**src/rtl/core/intel_hex_record_encoder_assert.svh**
```systemverilog
// Assertion macros shared by the Intel HEX record encoder RTL.
// No dependencies; included by the modules that carry assertions.
`ifndef INTEL_HEX_RECORD_ENCODER_ASSERT_SVH
`define INTEL_HEX_RECORD_ENCODER_ASSERT_SVH

// Same-cycle implication, disabled while reset is asserted.
`define IHEX_ASSERT_NOW(label, clk, rst_n, ante, cons) \
  label: assert property (@(posedge clk) disable iff (!(rst_n)) (ante) |-> (cons)) \
    else $error("intel hex encoder: same-cycle check failed");

// Next-cycle implication, disabled while reset is asserted.
`define IHEX_ASSERT_NEXT(label, clk, rst_n, ante, cons) \
  label: assert property (@(posedge clk) disable iff (!(rst_n)) (ante) |=> (cons)) \
    else $error("intel hex encoder: next-cycle check failed");

`endif

```
**src/rtl/core/ihex_pkg.sv**
```systemverilog
// Types, character constants and helper functions of the Intel HEX encoder.
// No dependencies; used by ihex_text_seq and intel_hex_record_encoder.
package ihex_pkg;

  // Configuration register indexes.
  localparam logic REG_START_ADDRESS = 1'b0;
  localparam logic REG_DUMP_LENGTH   = 1'b1;

  localparam logic [31:0] START_ADDRESS_RST = 32'h0800_0000;
  localparam logic [31:0] DUMP_LENGTH_RST   = 32'h0000_0001;

  // ASCII codes used by the record framing.
  localparam logic [6:0] CH_COLON = 7'h3A;
  localparam logic [6:0] CH_ZERO  = 7'h30;
  localparam logic [6:0] CH_CR    = 7'h0D;
  localparam logic [6:0] CH_LF    = 7'h0A;

  localparam int ELA_LEN = 17;
  localparam int EOF_LEN = 13;

  // ":020000040800F2" CR LF
  localparam logic [6:0] ELA_TEXT [ELA_LEN] = '{
    7'h3A, 7'h30, 7'h32, 7'h30, 7'h30, 7'h30, 7'h30, 7'h30, 7'h34,
    7'h30, 7'h38, 7'h30, 7'h30, 7'h46, 7'h32, 7'h0D, 7'h0A
  };

  // ":00000001FF" CR LF
  localparam logic [6:0] EOF_TEXT [EOF_LEN] = '{
    7'h3A, 7'h30, 7'h30, 7'h30, 7'h30, 7'h30, 7'h30, 7'h30, 7'h31,
    7'h46, 7'h46, 7'h0D, 7'h0A
  };

  // Last character index of each fixed-length segment.
  localparam logic [4:0] ELA_LAST  = 5'(ELA_LEN - 1);
  localparam logic [4:0] EOF_LAST  = 5'(EOF_LEN - 1);
  localparam logic [4:0] HDR_LAST  = 5'd8;
  localparam logic [4:0] TAIL_LAST = 5'd3;

  typedef enum logic [2:0] {
    S_IDLE,
    S_ELA,
    S_HDR,
    S_BODY,
    S_TAIL,
    S_EOF
  } seq_state_t;

  // One text job: which records to emit and the fields of the data record.
  typedef struct packed {
    logic        ela;
    logic        rec;
    logic        eof;
    logic [4:0]  len;
    logic [15:0] addr;
    logic [7:0]  chk;
  } job_t;

  // Upper-case hex digit of one nibble.
  function automatic logic [6:0] hex_ascii(input logic [3:0] n);
    logic [6:0] code;
    if (n < 4'd10) begin
      code = 7'h30 + {3'b000, n};
    end else begin
      code = 7'h37 + {3'b000, n};
    end
    return code;
  endfunction

endpackage

```
**src/rtl/core/ihex_text_seq.sv**
```systemverilog
// Character sequencer of the Intel HEX encoder: walks one text job a character
// per cycle unless stalled into a registered output stage. Depends on ihex_pkg.
module ihex_text_seq #(
  parameter int RECORD_BYTES = 16
) (
  input  logic                  clk,
  input  logic                  rst_n,
  input  logic                  start,
  input  ihex_pkg::job_t        job,
  output logic                  busy,
  output logic [((RECORD_BYTES > 1) ? $clog2(RECORD_BYTES) : 1)-1:0] rd_idx,
  input  logic [7:0]            rd_data,
  output logic                  out_valid,
  input  logic                  out_ready,
  output logic [6:0]            out_text_char,
  output logic                  out_last_of_run
);

  localparam int IDX_W = (RECORD_BYTES > 1) ? $clog2(RECORD_BYTES) : 1;

  ihex_pkg::seq_state_t state_r, state_nxt;
  logic [4:0]           cnt_r, cnt_nxt;
  logic                 nib_r, nib_nxt;
  ihex_pkg::job_t       job_r;
  logic                 out_valid_r;
  logic [6:0]           out_char_r;
  logic                 out_last_r;

  logic       advance;
  logic [6:0] ch;
  logic       is_last;

  assign advance = !out_valid_r || out_ready;

  always_comb begin
    state_nxt = state_r;
    cnt_nxt   = cnt_r;
    nib_nxt   = nib_r;
    ch        = ihex_pkg::CH_ZERO;
    is_last   = 1'b0;
    case (state_r)
      ihex_pkg::S_IDLE: begin
        if (start) begin
          state_nxt = job.ela ? ihex_pkg::S_ELA : ihex_pkg::S_HDR;
          cnt_nxt   = 5'd0;
          nib_nxt   = 1'b0;
        end
      end
      ihex_pkg::S_ELA: begin
        ch      = ihex_pkg::ELA_TEXT[cnt_r];
        is_last = (cnt_r == ihex_pkg::ELA_LAST) && !job_r.rec;
        if (advance) begin
          if (cnt_r == ihex_pkg::ELA_LAST) begin
            cnt_nxt   = 5'd0;
            state_nxt = job_r.rec ? ihex_pkg::S_HDR : ihex_pkg::S_IDLE;
          end else begin
            cnt_nxt = cnt_r + 5'd1;
          end
        end
      end
      ihex_pkg::S_HDR: begin
        case (cnt_r)
          5'd0:    ch = ihex_pkg::CH_COLON;
          5'd1:    ch = ihex_pkg::hex_ascii({3'b000, job_r.len[4]});
          5'd2:    ch = ihex_pkg::hex_ascii(job_r.len[3:0]);
          5'd3:    ch = ihex_pkg::hex_ascii(job_r.addr[15:12]);
          5'd4:    ch = ihex_pkg::hex_ascii(job_r.addr[11:8]);
          5'd5:    ch = ihex_pkg::hex_ascii(job_r.addr[7:4]);
          5'd6:    ch = ihex_pkg::hex_ascii(job_r.addr[3:0]);
          default: ch = ihex_pkg::CH_ZERO;
        endcase
        if (advance) begin
          if (cnt_r == ihex_pkg::HDR_LAST) begin
            state_nxt = ihex_pkg::S_BODY;
            cnt_nxt   = 5'd0;
            nib_nxt   = 1'b0;
          end else begin
            cnt_nxt = cnt_r + 5'd1;
          end
        end
      end
      ihex_pkg::S_BODY: begin
        ch = ihex_pkg::hex_ascii(nib_r ? rd_data[3:0] : rd_data[7:4]);
        if (advance) begin
          nib_nxt = !nib_r;
          if (nib_r) begin
            if (cnt_r == job_r.len - 5'd1) begin
              state_nxt = ihex_pkg::S_TAIL;
              cnt_nxt   = 5'd0;
            end else begin
              cnt_nxt = cnt_r + 5'd1;
            end
          end
        end
      end
      ihex_pkg::S_TAIL: begin
        case (cnt_r)
          5'd0:    ch = ihex_pkg::hex_ascii(job_r.chk[7:4]);
          5'd1:    ch = ihex_pkg::hex_ascii(job_r.chk[3:0]);
          5'd2:    ch = ihex_pkg::CH_CR;
          default: ch = ihex_pkg::CH_LF;
        endcase
        is_last = (cnt_r == ihex_pkg::TAIL_LAST) && !job_r.eof;
        if (advance) begin
          if (cnt_r == ihex_pkg::TAIL_LAST) begin
            cnt_nxt   = 5'd0;
            state_nxt = job_r.eof ? ihex_pkg::S_EOF : ihex_pkg::S_IDLE;
          end else begin
            cnt_nxt = cnt_r + 5'd1;
          end
        end
      end
      ihex_pkg::S_EOF: begin
        ch      = ihex_pkg::EOF_TEXT[cnt_r[3:0]];
        is_last = (cnt_r == ihex_pkg::EOF_LAST);
        if (advance) begin
          if (cnt_r == ihex_pkg::EOF_LAST) begin
            cnt_nxt   = 5'd0;
            state_nxt = ihex_pkg::S_IDLE;
          end else begin
            cnt_nxt = cnt_r + 5'd1;
          end
        end
      end
      default: begin
        state_nxt = ihex_pkg::S_IDLE;
      end
    endcase
  end

  always_ff @(posedge clk) begin
    if (!rst_n) begin
      state_r     <= ihex_pkg::S_IDLE;
      cnt_r       <= 5'd0;
      nib_r       <= 1'b0;
      out_valid_r <= 1'b0;
    end else begin
      state_r <= state_nxt;
      cnt_r   <= cnt_nxt;
      nib_r   <= nib_nxt;
      if ((state_r != ihex_pkg::S_IDLE) && advance) begin
        out_valid_r <= 1'b1;
      end else if (out_ready) begin
        out_valid_r <= 1'b0;
      end
    end
  end

  // Payload registers: capture the job, load a character on advance.
  always_ff @(posedge clk) begin
    if ((state_r == ihex_pkg::S_IDLE) && start) begin
      job_r <= job;
    end
    if ((state_r != ihex_pkg::S_IDLE) && advance) begin
      out_char_r <= ch;
      out_last_r <= is_last;
    end
  end

  assign busy            = (state_r != ihex_pkg::S_IDLE);
  assign rd_idx          = cnt_r[IDX_W-1:0];
  assign out_valid       = out_valid_r;
  assign out_text_char   = out_char_r;
  assign out_last_of_run = out_last_r;

endmodule

```
**src/rtl/core/intel_hex_record_encoder.sv**
```systemverilog
// Top level of the Intel HEX record encoder: byte intake, record state and
// configuration. Depends on ihex_pkg, ihex_text_seq and the assert header.
//
// Usage:
//   Input channel in_valid/in_ready/in_data_byte takes one dump byte per item.
//   Output channel out_valid/out_ready carries one ASCII character per item
//   (out_text_char), with out_last_of_run set on the final character caused
//   by one input byte. cfg_we/cfg_index/cfg_wdata writes start_address (0)
//   and dump_length (1); write them only while the block is idle.
// Intake and throughput:
//   An accepted byte updates the record state in its accept cycle. A byte
//   that neither opens a dump nor completes anything leaves in_ready high,
//   so such bytes go in one per cycle. Otherwise the sequencer state is
//   registered, then the first character in the output register, and the
//   sequencer emits one character per cycle while out_ready allows: 17 for
//   the address record, 13 + 2*n for a data record of n bytes, 13 for the
//   end-of-file record. in_ready stays low until the last character of the
//   run is in the output register. A full 16-byte record is 45 characters.
// Reset: rst_n (synchronous, low) empties the open record, restarts the dump
//   count and loads start_address 0x08000000, dump_length 1.
// Stall: while out_valid is high and out_ready is low the output register holds
//   its character and the sequencer waits; nothing is dropped.
module intel_hex_record_encoder #(
  parameter int RECORD_BYTES = 16
) (
  input  logic        clk,
  input  logic        rst_n,
  input  logic        in_valid,
  output logic        in_ready,
  input  logic [7:0]  in_data_byte,
  output logic        out_valid,
  input  logic        out_ready,
  output logic [6:0]  out_text_char,
  output logic        out_last_of_run,
  input  logic        cfg_we,
  input  logic        cfg_index,
  input  logic [31:0] cfg_wdata
);

  `include "intel_hex_record_encoder_assert.svh"

  localparam int         IDX_W = (RECORD_BYTES > 1) ? $clog2(RECORD_BYTES) : 1;
  localparam logic [4:0] FULL  = 5'(RECORD_BYTES);

  // Configuration registers.
  logic [31:0] start_address_r;
  logic [31:0] dump_length_r;

  // Open record state.
  logic [7:0]  buf_r [RECORD_BYTES];
  logic [4:0]  fill_r, fill_nxt;
  logic [31:0] taken_r, taken_nxt;
  logic [15:0] addr_r, addr_nxt;
  logic [7:0]  sum_r, sum_nxt;

  logic           accept;
  logic           busy;
  logic           first;
  logic [4:0]     fill_eff;
  logic [4:0]     fill_new;
  logic [15:0]    addr_calc;
  logic [7:0]     sum_base;
  logic [31:0]    taken_after;
  logic           last;
  logic           emit;
  logic           start;
  ihex_pkg::job_t job;
  logic [IDX_W-1:0] rd_idx;
  logic [7:0]       rd_data;

  assign in_ready = !busy;
  assign accept   = in_valid && in_ready;

  always_comb begin
    // A new dump always opens a fresh record.
    first     = (taken_r == 32'd0);
    fill_eff  = first ? 5'd0 : fill_r;
    addr_calc = start_address_r[15:0] + taken_r[15:0];
    // Capture the address on the first byte of a record; hold it otherwise.
    addr_nxt  = (fill_eff == 5'd0) ? addr_calc : addr_r;
    sum_base  = (fill_eff == 5'd0) ? (addr_nxt[15:8] + addr_nxt[7:0]) : sum_r;
    sum_nxt   = sum_base + in_data_byte;
    fill_new  = fill_eff + 5'd1;

    // Zero length means a full 2^32-byte dump: end on wrap.
    taken_after = taken_r + 32'd1;
    if (dump_length_r == 32'd0) begin
      last = (taken_after == 32'd0);
    end else begin
      last = (taken_after >= dump_length_r);
    end
    emit = (fill_new >= FULL) || last;

    fill_nxt  = emit ? 5'd0 : fill_new;
    taken_nxt = last ? 32'd0 : taken_after;

    job.ela  = first;
    job.rec  = emit;
    job.eof  = last;
    job.len  = fill_new;
    job.addr = addr_nxt;
    job.chk  = 8'd0 - (sum_nxt + {3'b000, fill_new});

    start = accept && (first || emit);
  end

  always_ff @(posedge clk) begin
    if (!rst_n) begin
      start_address_r <= ihex_pkg::START_ADDRESS_RST;
      dump_length_r   <= ihex_pkg::DUMP_LENGTH_RST;
      fill_r          <= 5'd0;
      taken_r         <= 32'd0;
      addr_r          <= 16'd0;
      sum_r           <= 8'd0;
    end else begin
      if (cfg_we) begin
        case (cfg_index)
          ihex_pkg::REG_START_ADDRESS: start_address_r <= cfg_wdata;
          ihex_pkg::REG_DUMP_LENGTH:   dump_length_r   <= cfg_wdata;
          default: ;
        endcase
      end
      if (accept) begin
        fill_r  <= fill_nxt;
        taken_r <= taken_nxt;
        addr_r  <= addr_nxt;
        sum_r   <= sum_nxt;
      end
    end
  end

  // Record data: write at the fill position, no reset needed.
  always_ff @(posedge clk) begin
    if (accept) begin
      buf_r[fill_eff[IDX_W-1:0]] <= in_data_byte;
    end
  end

  assign rd_data = buf_r[rd_idx];

  ihex_text_seq #(
    .RECORD_BYTES (RECORD_BYTES)
  ) u_seq (
    .clk             (clk),
    .rst_n           (rst_n),
    .start           (start),
    .job             (job),
    .busy            (busy),
    .rd_idx          (rd_idx),
    .rd_data         (rd_data),
    .out_valid       (out_valid),
    .out_ready       (out_ready),
    .out_text_char   (out_text_char),
    .out_last_of_run (out_last_of_run)
  );

  // Open record never reaches the record size between items.
  `IHEX_ASSERT_NOW(a_fill_below_full, clk, rst_n, 1'b1, fill_r < FULL)
  // A fresh dump count implies an empty open record.
  `IHEX_ASSERT_NOW(a_fresh_dump_empty, clk, rst_n, taken_r == 32'd0, fill_r == 5'd0)
  // The first byte of a dump always starts text and blocks intake.
  `IHEX_ASSERT_NEXT(a_first_byte_busy, clk, rst_n, accept && (taken_r == 32'd0), !in_ready)

endmodule
```
**config.mk**
```make
export PLATFORM = sky130hd
export DESIGN_NAME = intel_hex_record_encoder
export DESIGN_NICKNAME = d
export VERILOG_FILES = /design/src/rtl/core/ihex_pkg.sv /design/src/rtl/core/ihex_text_seq.sv /design/src/rtl/core/intel_hex_record_encoder.sv
export VERILOG_INCLUDE_DIRS = /design/src /design/src/rtl/core
export SDC_FILE = /design/constraint.sdc
export NUM_CORES = 1
export LEC_CHECK = 0
export BUFFER_PORTS_ARGS = -buffer_cell sky130_fd_sc_hd__buf_2
export CAP_MARGIN = 20
export CELL_PAD_IN_SITES_DETAIL_PLACEMENT = 0
export CELL_PAD_IN_SITES_GLOBAL_PLACEMENT = 1
export CORE_ASPECT_RATIO = 2
export CORE_MARGIN = 2
export CORE_UTILIZATION = 50
export DETAILED_ROUTE_END_ITERATION = 8
export PLACE_DENSITY_LB_ADDON = 0.1
export SLEW_MARGIN = 20
export SYNTH_ARGS = -nofsm -noshare
export SYNTH_HDL_FRONTEND = slang
export SYNTH_SLANG_ARGS = --single-unit
```
**constraint.sdc**
```tcl
create_clock -name clk -period 7.6 [get_ports clk]
set_clock_uncertainty 0.2 [all_clocks]
set_input_delay 0.76 -clock clk [delete_from_list [all_inputs] [get_ports clk]]
set_output_delay 0.76 -clock clk [all_outputs]
set_load 0.03 [all_outputs]
```
==> metrics.txt <==
Max Buffers Root-to-Sink=3; library cells used by synthesis=82; end point of the worst hold path=dump_length_r[23]$_SDFFE_PN0P_; fraction of layout instances using a drive strength above 1=14.6%; Pre-Repair DR Iteration Count=5; Max Cap Violations=0; total via count in the routed design=around 12000; IO Count=56; worst-margin pin slew=approximately 1.1 ns; crit path setup slack, layout=0.662 ns; largest driver fanout on the critical path=19; Post-Synthesis Mean Instance Area=10.1 um2; IR drop worst, VDD=0.196 mV; final layout net count=approximately 1800; critical path data arrival time=7.05 ns; number of synthesized flops with an enable pin=approximately 170; Yosys top cell by area=sky130_fd_sc_hd__edfxtp_1; number of cells on the worst hold path=3; top flip-flop cell by instance count after synthesis=sky130_fd_sc_hd__edfxtp_1; Netlist Area Pre-Place=about 0.016 mm2; R2R setup slack=0.66 ns; Final Hold Fails=0; wire per inst=22.6 um; maximum clock rate=around 0.14 GHz; Sinks on Clock Net=290; post-layout min period=a little under 7 ns; number of routed nets with antenna violations=0; period utilization=around nine tenths; critical register-to-register path startpoint=taken_r[1]$_SDFFE_PN0P_; number of synthesized register bits=290; max-slew violation count=0; status=completed; most frequent cells in the layout=229 x sky130_fd_sc_hd__nand2_1, 167 x sky130_fd_sc_hd__edfxtp_1, 131 x sky130_fd_sc_hd__a21oi_1; Critical Path Sink Type=flop; sequential element share of the synthesized area=between 40% and 50%; Die Footprint=0.0344 mm2; critical path type=reg2reg; worst skew pair latency=~0.56 ns; antenna cells=0; Horiz. Die Dim=~130 um; placeable core region=roughly 0.032 mm2; post-CTS setup buffer count=0; total number of yosys warnings=0; TNS Setup=0 ns; total global routing overflow=0; fraction of post-synthesis cell area in the top cell type by area=around 31%; ratio of routed vias to standard cells=roughly 5.9; min-delay src=cfg_wdata[23]; antenna violations before repair=0; hold crit path type=in2reg; dominant cells by area after synthesis=sky130_fd_sc_hd__edfxtp_1 31%, sky130_fd_sc_hd__dfxtp_1 15%, sky130_fd_sc_hd__ha_1 6.9%; total length of routed wires=47.2 mm; path depth of the worst reg2reg path=25; violation count after the first detailed-routing iteration=571; cells after synthesis=1632; placed wire-length estimate=roughly 37 mm; initial standard-cell utilization of the core=approximately 51%; static leakage power=roughly 6.4 nW; TritonCTS clock tree=done; most common cell after layout, fill and taps aside=sky130_fd_sc_hd__nand2_1; share of flip-flops with an asynchronous set or reset after synthesis=0%; maximum number of pins on one net before global-route repair=70; remaining max-slew budget at the tightest pin=between 20% and 30%; total power of the final layout=5.23 mW; Finished Core Util=between 50% and 60%; unrepaired setup endpoints after global routing=false; sort of element at the start of the critical path=flop; number of global-route vias before repair=roughly 13000; total global routing track utilization=around 28%; hold bufs inserted after CTS=0; power density normalized to cell area=between 200 and 300 mW/mm2; number of DRC violations after detailed routing=0; Area growth syn-to-layout=9.46%; global-route wire length before repair=around 73 mm; final weighted congestion of routability-driven global placement=between 0.9 and 1; CTS clock-pin slew for the worst setup and hold paths=0.07 ns; number of levels in the clock H-tree=1; worst path required time=between 7 and 8 ns; PostCTS Resize Cnt=0; capture instance of the worst register-to-register path=u_seq.job_r[7]$_DFFE_PP_; number of buffers inserted during clock tree synthesis=26; clock root cell=sky130_fd_sc_hd__clkbuf_16; Core Rows=slightly above 90; Port Buffers=55; Syn Nets=roughly 1800; Setup Slack @ Placement=~0.6 ns; DIE HEIGHT=between 200 and 300 um; final setup violating endpoints=0
[critical path: stages, from the launching register on]
cell	delay, ns
sky130_fd_sc_hd__dfxtp_1	0.40
sky130_fd_sc_hd__inv_1	0.15
sky130_fd_sc_hd__ha_1	0.24
sky130_fd_sc_hd__nor4b_1	0.31
sky130_fd_sc_hd__nand4_1	0.16
sky130_fd_sc_hd__nor4_2	0.47
sky130_fd_sc_hd__nand2b_1	0.22
sky130_fd_sc_hd__ha_1	0.20
sky130_fd_sc_hd__o21ai_2	0.23
sky130_fd_sc_hd__o21ai_0	0.56
sky130_fd_sc_hd__fa_1	0.49
sky130_fd_sc_hd__mux2_2	0.30
sky130_fd_sc_hd__ha_1	0.27
sky130_fd_sc_hd__a21o_1	0.16
sky130_fd_sc_hd__a21oi_1	0.22
sky130_fd_sc_hd__xor2_1	0.24
sky130_fd_sc_hd__ha_1	0.27
sky130_fd_sc_hd__ha_1	0.33
sky130_fd_sc_hd__nor2b_1	0.14
sky130_fd_sc_hd__o21ai_0	0.14
sky130_fd_sc_hd__inv_1	0.06
sky130_fd_sc_hd__or3_1	0.33
sky130_fd_sc_hd__nor3b_1	0.21
sky130_fd_sc_hd__a21oi_1	0.07
sky130_fd_sc_hd__xnor2_1	0.16
sky130_fd_sc_hd__xnor2_1	0.14
[sequential cells by signal, summed over array words and instances, names as in the netlist, 3 cells and up, named ones only]
| name | count |
|---|---|
| addr_r | 16 |
| u_seq.state_r | 3 |
| dump_length_r | 32 |
| fill_r | 5 |
| sum_r | 8 |
| u_seq.job_r | 31 |
| u_seq.cnt_r | 5 |
| start_address_r | 16 |
| u_seq.out_text_char | 7 |
| taken_r | 32 |
| buf_r | 128 |
[kinds of logic (layout without fill, tap and decap cells)]
kind of cell    count (synthesis)  in the layout  synth area share [%]
simple gates                  568            568                  17.6
compound gates                354            354                  13.6
flops                         290            290                  45.5
buf+inv                       180            214                  4.57
fa+ha+maj                      95             95                  7.42
xor+xnor                       88             88                  4.69
mux                            57             57                  6.59
[through the flow]
stage	cell area [um2]	std cells	hold WS (ns)
3_3_place_gp	17000	2045	0.245
3_5_place_dp	17000	2045	0.248
2_1_floorplan	16400	1632	0.233
4_1_cts	18000	2093	0.209
5_1_grt	18000	2093	0.229
6_report	18000	2093	0.234
[report_power, final]
| part | switching, mW | internal (mW) |
|---|---|---|
| Clock | 0.623 | 0.835 |
| Combinational | 1.07 | 0.655 |
| Sequential | 0.157 | 1.89 |
| Total | 1.85 | 3.38 |
[Yosys cell counts (5+ instances only)]
cell type	count
sky130_fd_sc_hd__mux4_2	40
sky130_fd_sc_hd__o21a_1	8
sky130_fd_sc_hd__nand3_2	17
sky130_fd_sc_hd__a21boi_0	8
sky130_fd_sc_hd__nor4_1	24
sky130_fd_sc_hd__nand2b_1	17
sky130_fd_sc_hd__dfxtp_1	123
sky130_fd_sc_hd__a22oi_1	5
sky130_fd_sc_hd__or3_1	14
sky130_fd_sc_hd__a21oi_2	17
sky130_fd_sc_hd__a21o_1	13
sky130_fd_sc_hd__buf_4	5
sky130_fd_sc_hd__nand2_1	231
sky130_fd_sc_hd__inv_1	88
sky130_fd_sc_hd__a2111oi_0	6
sky130_fd_sc_hd__nand3_1	37
sky130_fd_sc_hd__ha_1	91
sky130_fd_sc_hd__and4_1	5
sky130_fd_sc_hd__o21ai_0	72
sky130_fd_sc_hd__xor2_1	29
sky130_fd_sc_hd__a21oi_1	131
sky130_fd_sc_hd__and3_1	9
sky130_fd_sc_hd__mux2i_1	10
sky130_fd_sc_hd__buf_1	6
sky130_fd_sc_hd__o221ai_1	5
sky130_fd_sc_hd__nor2_1	88
sky130_fd_sc_hd__nand4_1	24
sky130_fd_sc_hd__o31ai_1	6
sky130_fd_sc_hd__nor3_1	45
sky130_fd_sc_hd__o22ai_1	10
sky130_fd_sc_hd__and2_1	10
sky130_fd_sc_hd__a31oi_1	10
sky130_fd_sc_hd__clkbuf_1	65
sky130_fd_sc_hd__nor2b_1	15
sky130_fd_sc_hd__a211oi_1	12
sky130_fd_sc_hd__mux2_2	6
sky130_fd_sc_hd__buf_2	13
sky130_fd_sc_hd__xnor2_1	59
sky130_fd_sc_hd__edfxtp_1	167
sky130_fd_sc_hd__o211ai_1	11
[layout make-up]
| cell class | count | area (um2) |
|---|---|---|
| sequential | 290 | 7480 |
| clock inverter | 16 | 221 |
| multi-input combinational | 1162 | 8220 |
| timing repair buffer | 78 | 448 |
| inverter | 88 | 333 |
| clock buffer | 32 | 734 |
| fill | 2933 | 14300 |
| tap | 427 | 534 |
[worst max path at each step]
stage / cells after the start / start / to / slack (ns)
finish: 25 / taken_r[1]$_SDFFE_PN0P_ / u_seq.job_r[7]$_DFFE_PP_ / 0.66
global route: 25 / taken_r[1]$_SDFFE_PN0P_ / u_seq.job_r[7]$_DFFE_PP_ / 0.06
CTS: 25 / taken_r[1]$_SDFFE_PN0P_ / u_seq.job_r[7]$_DFFE_PP_ / 0.60
detailed placement: 25 / taken_r[1]$_SDFFE_PN0P_ / u_seq.job_r[7]$_DFFE_PP_ / 0.61
global placement: 28 / taken_r[1]$_SDFFE_PN0P_ / u_seq.job_r[7]$_DFFE_PP_ / 0.71
floorplan: 28 / taken_r[1]$_SDFFE_PN0P_ / u_seq.job_r[7]$_DFFE_PP_ / 1.25
[metal layers]
layer  routed length [um]  global-route usage [%]
met1                15000                    24.3
met2                27700                    58.1
met3                 1230                    2.08
met4                 3330                    18.0
met5                    0                       0
Note: power is estimated with default switching activity, not from simulation.
